[src/rtl/core/ogc_div_cell.sv]
// One restoring-division cell: produces one quotient bit per item.
// Standalone; instantiated in rows by ogc_div_chain.
module ogc_div_cell #(
   parameter int unsigned NUM_W = 20,
   parameter int unsigned DIV_W = 10
) (
   input  logic             clock,
   input  logic             en,
   input  logic [DIV_W-1:0] rem_i,
   input  logic [NUM_W-1:0] num_i,
   input  logic [DIV_W-1:0] div_i,
   output logic [DIV_W-1:0] rem_o,
   output logic [NUM_W-1:0] num_o,
   output logic [DIV_W-1:0] div_o
);

   logic [DIV_W:0]   rem_cat;
   logic [DIV_W:0]   diff;
   logic             ge;
   logic [DIV_W-1:0] rem_ff, rem_in;
   logic [NUM_W-1:0] num_ff, num_in;
   logic [DIV_W-1:0] div_ff;

   // shift in the next numerator bit and try the subtraction
   always_comb begin
      rem_cat = {rem_i, num_i[NUM_W-1]};
      diff    = rem_cat - {1'b0, div_i};
      ge      = (rem_cat >= {1'b0, div_i});
      rem_in  = ge ? diff[DIV_W-1:0] : rem_cat[DIV_W-1:0];
      num_in  = {num_i[NUM_W-2:0], ge};
   end

   // advance the partial result to the next cell
   always_ff @(posedge clock) begin
      if (en) begin
         rem_ff <= rem_in;
         num_ff <= num_in;
         div_ff <= div_i;
      end
   end

   assign rem_o = rem_ff;
   assign num_o = num_ff;
   assign div_o = div_ff;

endmodule

[src/rtl/core/ogc_div_chain.sv]
// Row of division cells, LANES dividers in step, one quotient bit per cell.
// Carries item valid and side data alongside. Uses ogc_div_cell.
module ogc_div_chain #(
   parameter int unsigned LANES  = 2,
   parameter int unsigned NUM_W  = 20,
   parameter int unsigned DIV_W  = 10,
   parameter int unsigned SIDE_W = 1
) (
   input  logic                        clock,
   input  logic                        reset,
   input  logic                        en,
   input  logic                        in_valid,
   input  logic [LANES-1:0][NUM_W-1:0] in_num,
   input  logic [LANES-1:0][DIV_W-1:0] in_div,
   input  logic [SIDE_W-1:0]           in_side,
   output logic                        out_valid,
   output logic [LANES-1:0][NUM_W-1:0] out_quot,
   output logic [SIDE_W-1:0]           out_side
);

   logic [LANES-1:0][NUM_W:0][DIV_W-1:0] rem;
   logic [LANES-1:0][NUM_W:0][NUM_W-1:0] num;
   logic [LANES-1:0][NUM_W:0][DIV_W-1:0] div;
   logic [NUM_W-1:0]                     valid_ff;
   logic [NUM_W-1:0][SIDE_W-1:0]         side_ff;

   for (genvar l = 0; l < LANES; l++) begin : g_lane
      assign rem[l][0] = '0;
      assign num[l][0] = in_num[l];
      assign div[l][0] = in_div[l];
      for (genvar k = 0; k < NUM_W; k++) begin : g_cell
         ogc_div_cell #(.NUM_W(NUM_W), .DIV_W(DIV_W)) u_cell (
            .clock (clock),
            .en    (en),
            .rem_i (rem[l][k]),
            .num_i (num[l][k]),
            .div_i (div[l][k]),
            .rem_o (rem[l][k+1]),
            .num_o (num[l][k+1]),
            .div_o (div[l][k+1])
         );
      end
      assign out_quot[l] = num[l][NUM_W];
   end

   // move item valid along the row
   always_ff @(posedge clock) begin
      if (reset) begin
         valid_ff <= '0;
      end else if (en) begin
         valid_ff <= {valid_ff[NUM_W-2:0], in_valid};
      end
   end

   // move side data along the row
   always_ff @(posedge clock) begin
      if (en) begin
         side_ff <= {side_ff[NUM_W-2:0], in_side};
      end
   end

   assign out_valid = valid_ff[NUM_W-1];
   assign out_side  = side_ff[NUM_W-1];

endmodule

[config.mk]
export PLATFORM = sky130hd
export DESIGN_NAME = ogc_div_chain
export DESIGN_NICKNAME = d
export VERILOG_FILES = /design/src/rtl/core/ogc_div_cell.sv /design/src/rtl/core/ogc_div_chain.sv
export SDC_FILE = /design/constraint.sdc
export NUM_CORES = 2
export LEC_CHECK = 0
export ABC_AREA = 0
export BUFFER_PORTS_ARGS = -buffer_cell sky130_fd_sc_hd__buf_2
export CAP_MARGIN = 5
export CELL_PAD_IN_SITES_DETAIL_PLACEMENT = 2
export CELL_PAD_IN_SITES_GLOBAL_PLACEMENT = 2
export CORE_MARGIN = 2
export CORE_UTILIZATION = 41
export DETAILED_ROUTE_END_ITERATION = 10
export GPL_ROUTABILITY_DRIVEN = 0
export HOLD_SLACK_MARGIN = 0.06
export PLACE_DENSITY = 0.8
export REMOVE_ABC_BUFFERS = 1
export SLEW_MARGIN = 20
export SYNTH_ARGS = -nofsm -noshare
export SYNTH_HDL_FRONTEND = slang
export SYNTH_SLANG_ARGS = --single-unit
[constraint.sdc]
create_clock -name clock -period 3 [get_ports clock]
set_clock_uncertainty 0.05 [all_clocks]
set_input_delay 0.15 -clock clock [delete_from_list [all_inputs] [get_ports clock]]
set_output_delay 0.15 -clock clock [all_outputs]
set_load 0.01 [all_outputs]
==> tab_implementation.tex <==
\begin{tabular}{lr}
\hline
Metric & Value \\
\hline
\multicolumn{2}{l}{\textbf{Clock network}} \\
\quad Sink count of the clock tree & 1600 \\
\quad Clock transition at path regs & 0.06 ns \\
\quad Max Root-Sink Buffers & 3 \\
\quad Setup fix buffers added after clock tree synthesis & 0 \\
\quad TritonCTS clock tree & built \\
\quad H-tree depth & 4 \\
\quad Cell at the root of the clock tree & sky130\_fd\_sc\_hd\_\_clkbuf\_16 \\
\quad Number of CTS-inserted buffers & $\sim$180 \\
\quad Skew-Pair Late Insertion Delay & 0.84 ns \\
\multicolumn{2}{l}{\textbf{Yosys}} \\
\quad Number of enable-type register cells in the synthesized netlist & 1580 \\
\quad Syn Inst Count & 4467 \\
\quad Async S/R FF share, synth & 0\% \\
\quad Synthesis-stage register bit count & 1600 \\
\quad Primary flip-flop cell chosen by synthesis mapping & sky130\_fd\_sc\_hd\_\_edfxtp\_1 \\
\quad Yosys warns & 0 \\
\quad Cell variety after synth & 42 \\
\quad Cell area after synthesis & 69200 um2 \\
\quad Sequential cell area fraction in the yosys report & 69.1\% \\
\quad Syn avg cell area & 15.5 um2 \\
\multicolumn{2}{l}{\textbf{Floorplan}} \\
\quad Die ar. & 172000 um2 \\
\quad Area of the core & around 170000 um2 \\
\quad Number of I/O pins & 107 \\
\quad Die height & 415 um \\
\quad Overall die width & between 400 and 500 um \\
\quad Std-Cell Rows & 150 \\
\quad Initial Util & 41.3\% \\
\multicolumn{2}{l}{\textbf{Route}} \\
\quad Number of remaining DRC errors & 0 \\
\quad WL final & 186 mm \\
\quad Overall via count from detail\_route & 39100 \\
\quad Wirelength per Cell & 25.6 um \\
\quad Average via count per standard cell & between 5 and 6 \\
\quad DR iter-0 viols & 2155 \\
\quad Total iterations of the first detailed-routing run & 7 \\
\quad Residual antenna-violating net count after detailed routing & 0 \\
\multicolumn{2}{l}{\textbf{Critical path}} \\
\quad Arrival @ worst endpoint & about 3.5 ns \\
\quad Setup crit end kind & flip-flop \\
\quad Critical Path Slowest Stage Cell & sky130\_fd\_sc\_hd\_\_edfxtp\_1 \\
\quad Worst setup path category & flip-flop to flip-flop \\
\quad Data required time of the worst path & 3.51 ns \\
\quad Critical-path maximum fanout & 8 \\
\quad Stage delay of the slowest cell on the critical path & 0.43 ns \\
\quad Startpoint Class & flip-flop \\
\quad Worst path cell trace & inv\_1, ha\_1, a21oi\_1, nand2\_1, a211oi\_4, o21a\_1, inv\_2, mux2\_2 \\
\multicolumn{2}{l}{\textbf{STA}} \\
\quad Post-Route Setup TNS & 0 ns \\
\quad Share of the cycle needed by the critical path after routing & 99.2\% \\
\quad Worst rel slew slack & 41.5\% \\
\quad Time the worst path needs with I/O delays and setup & 2.98 ns \\
\quad Final hold violation count & 0 \\
\quad Hold WS & 0.132 ns \\
\quad Maximum operating frequency & 336 MHz \\
\quad Actual slew at the worst max-slew pin & 0.871 ns \\
\quad Number of setup violations in the final report & 0 \\
\quad Count of final max-slew check failures & 0 \\
\multicolumn{2}{l}{\textbf{Finish}} \\
\quad Number of antenna cells inserted & 0 \\
\quad Post-layout net count & 5413 \\
\quad Fraction of layout instances using a drive strength above 1 & 15.0\% \\
\quad Area added between synthesis and finish & 15.8\% \\
\quad Layout filler cell count & 15700 \\
\quad Final Core Density & 47.9\% \\
\quad Combined flip-flop and latch cell area & $\sim$48000 um2 \\
\quad Area of the multi-input gates & 19700 um2 \\
\multicolumn{2}{l}{\textbf{Global routing}} \\
\quad Initial antenna violation count & 2 \\
\quad Via count of the first global-routing pass & 45700 \\
\quad Largest net degree at the start of global routing & around 140 \\
\quad Total routing usage reported by global routing & 21.6\% \\
\quad Global-route wire length before repair & 283 mm \\
\quad Remaining Overflow, GRT & 0 \\
\multicolumn{2}{l}{\textbf{Job}} \\
\quad Reported max-cap violation count & 0 \\
\multicolumn{2}{l}{\textbf{Pwr}} \\
\quad Pwr dens & 974 nW/um2 \\
\quad Sequential cell fraction of total power & 41.3\% \\
\quad Proportion of power drawn by combinational gates & roughly a third \\
\quad Leakage power total & 30.4 nW \\
\quad Share of power burned in the clock network & 27.0\% \\
\quad Switching part of the total & 32.6\% \\
\quad Sw Pwr & 25.5 mW \\
\quad Int Power & 52.6 mW \\
\quad Worst vdd rail ir drop & 0.000592 V \\
\multicolumn{2}{l}{\textbf{Min path}} \\
\quad Hold WC Path Type & input port to flip-flop \\
\multicolumn{2}{l}{\textbf{Placed design}} \\
\quad Post-detail-place hpwl & 132 mm \\
\quad Number of I/O port buffers & 106 \\
\multicolumn{2}{l}{\textbf{Outcome}} \\
\quad Result of the run & finished, final reports clean \\
\hline
\end{tabular}
[kinds of logic (layout without fill, tap and decap cells)]
logic type	count (synthesis)	in the layout	synth area share [%]
buffers and inverters	503	1103	2.74
xor gates and xnor gates	253	253	3.20
AOI/OAI and AO/OA	710	710	6.90
and+or+nand+nor	637	637	4.56
adders and majority gates	420	420	7.98
muxes	344	344	5.50
DFF	1600	1600	69.1
[worst paths after layout]
path | depth (start not counted) | start | endpoint | slack, ns
setup / recovery | 8 | g_lane[0].g_cell[5].u_cell.div_o[2] | g_lane[0].g_cell[6].u_cell.rem_o[2] | 0.02
hold / removal | 4 | in_num[39] | g_lane[1].g_cell[0].u_cell.rem_o[0] | 0.13
setup reg to reg | 8 | g_lane[0].g_cell[5].u_cell.div_o[2] | g_lane[0].g_cell[6].u_cell.rem_o[2] | 0.02
hold reg to reg | 0 | g_lane[1].g_cell[4].u_cell.num_o[2] | g_lane[1].g_cell[5].u_cell.num_o[3] | 0.33
[synth_stat cells, drive strengths merged, types with 73 or more instances]
library cell | count | area [um2]
nand2 | 182 | 683
nor2 | 141 | 529
nand3 | 74 | 370
edfxtp | 1580 | 47400
a21o | 79 | 593
o21ai | 74 | 370
inv | 496 | 1860
xnor2 | 180 | 1580
a211oi | 74 | 556
nor4 | 81 | 507
mux2 | 288 | 3240
a21oi | 197 | 986
ha | 384 | 4800
xor2 | 73 | 639
[repair_timing]
item                       in CTS  in global routing
hold buffers                  124                  0
hold endpoints to repair      488                  0
setup endpoints to repair      59                 97
resized for setup              17                 30
pin swaps                       0                  0
[cell usage in the layout (no fill, tap or decap), types with 73 or more instances in the layout]
cell type / count
sky130_fd_sc_hd__edfxtp_1: 1580
sky130_fd_sc_hd__inv_1: 460
sky130_fd_sc_hd__ha_1: 384
sky130_fd_sc_hd__mux2_2: 288
sky130_fd_sc_hd__a21oi_1: 195
sky130_fd_sc_hd__nand2_1: 182
sky130_fd_sc_hd__xnor2_1: 180
sky130_fd_sc_hd__clkbuf_16: 178
sky130_fd_sc_hd__nor2_1: 141
sky130_fd_sc_hd__dlygate4sd3_1: 124
sky130_fd_sc_hd__buf_2: 105
sky130_fd_sc_hd__a21o_1: 79
sky130_fd_sc_hd__nor4_1: 77
sky130_fd_sc_hd__nand3_1: 74
sky130_fd_sc_hd__o21ai_0: 73
sky130_fd_sc_hd__xor2_1: 73
[per-stage QoR]
stage,instances,worst slack (ns),instance area [um2],total power [mW]
6_report,7271,0.0237,80100,78.1
5_1_grt,7271,-0.0752,80100,81.7
4_1_cts,7271,0.0120,80000,78.4
3_5_place_dp,6831,-0.216,73200,56.3
3_3_place_gp,6831,0.302,73200,52.9
2_1_floorplan,4461,0.708,69200,47.7
[per-layer routing]
layer	vias to the layer above	wire length (um)	part of all wire (%)	global-route usage (%)
met5	-	28	0.015	0
met2	816	104000	56	42.1
met4	4	10400	5.6	11.4
met1	20000	65800	35	21.6
li1	17800	-	-	-
met3	501	5610	3.0	3.59
[registers in the layout, indices dropped and copies added (netlist names)]
name / count
side_ff: 19
out_side: 1
valid_ff: 20
g_lane.g_cell.u_cell.num_o: 800
g_lane.g_cell.u_cell.div_o: 380
g_lane.g_cell.u_cell.rem_o: 380
[critical path, delay by kind of cell (launching register included)]
family                   cells  cell delay, ns
multiplexers                 1            0.39
adder cells (fa/ha/maj)      1            0.40
buffers and inverters        2            0.24
AO/OA/AOI/OAI                3            0.97
AND/OR/NAND/NOR              1            0.22
flip-flops                   1            0.43
[power groups by stage]
stage          sequential (mW)  clock, mW  combinational [mW]
2_1_floorplan             31.2          0                16.4
3_3_place_gp              32.1          0                20.9
3_5_place_dp              32.7          0                23.6
4_1_cts                   32.3       21.6                24.5
5_1_grt                   32.6       22.4                26.7
6_report                  32.3       21.1                24.8
[cell type report]
type                    count  share of cell area [%]
clock inverters            83                    1.01
multi-input cells        2364                    24.5
clock buffers             233                    5.87
well taps                2204                    3.44
inverters                 497                    2.33
flip-flops and latches   1600                    59.7
repair buffers            290                    3.10
(Power assumes the default switching activity.)
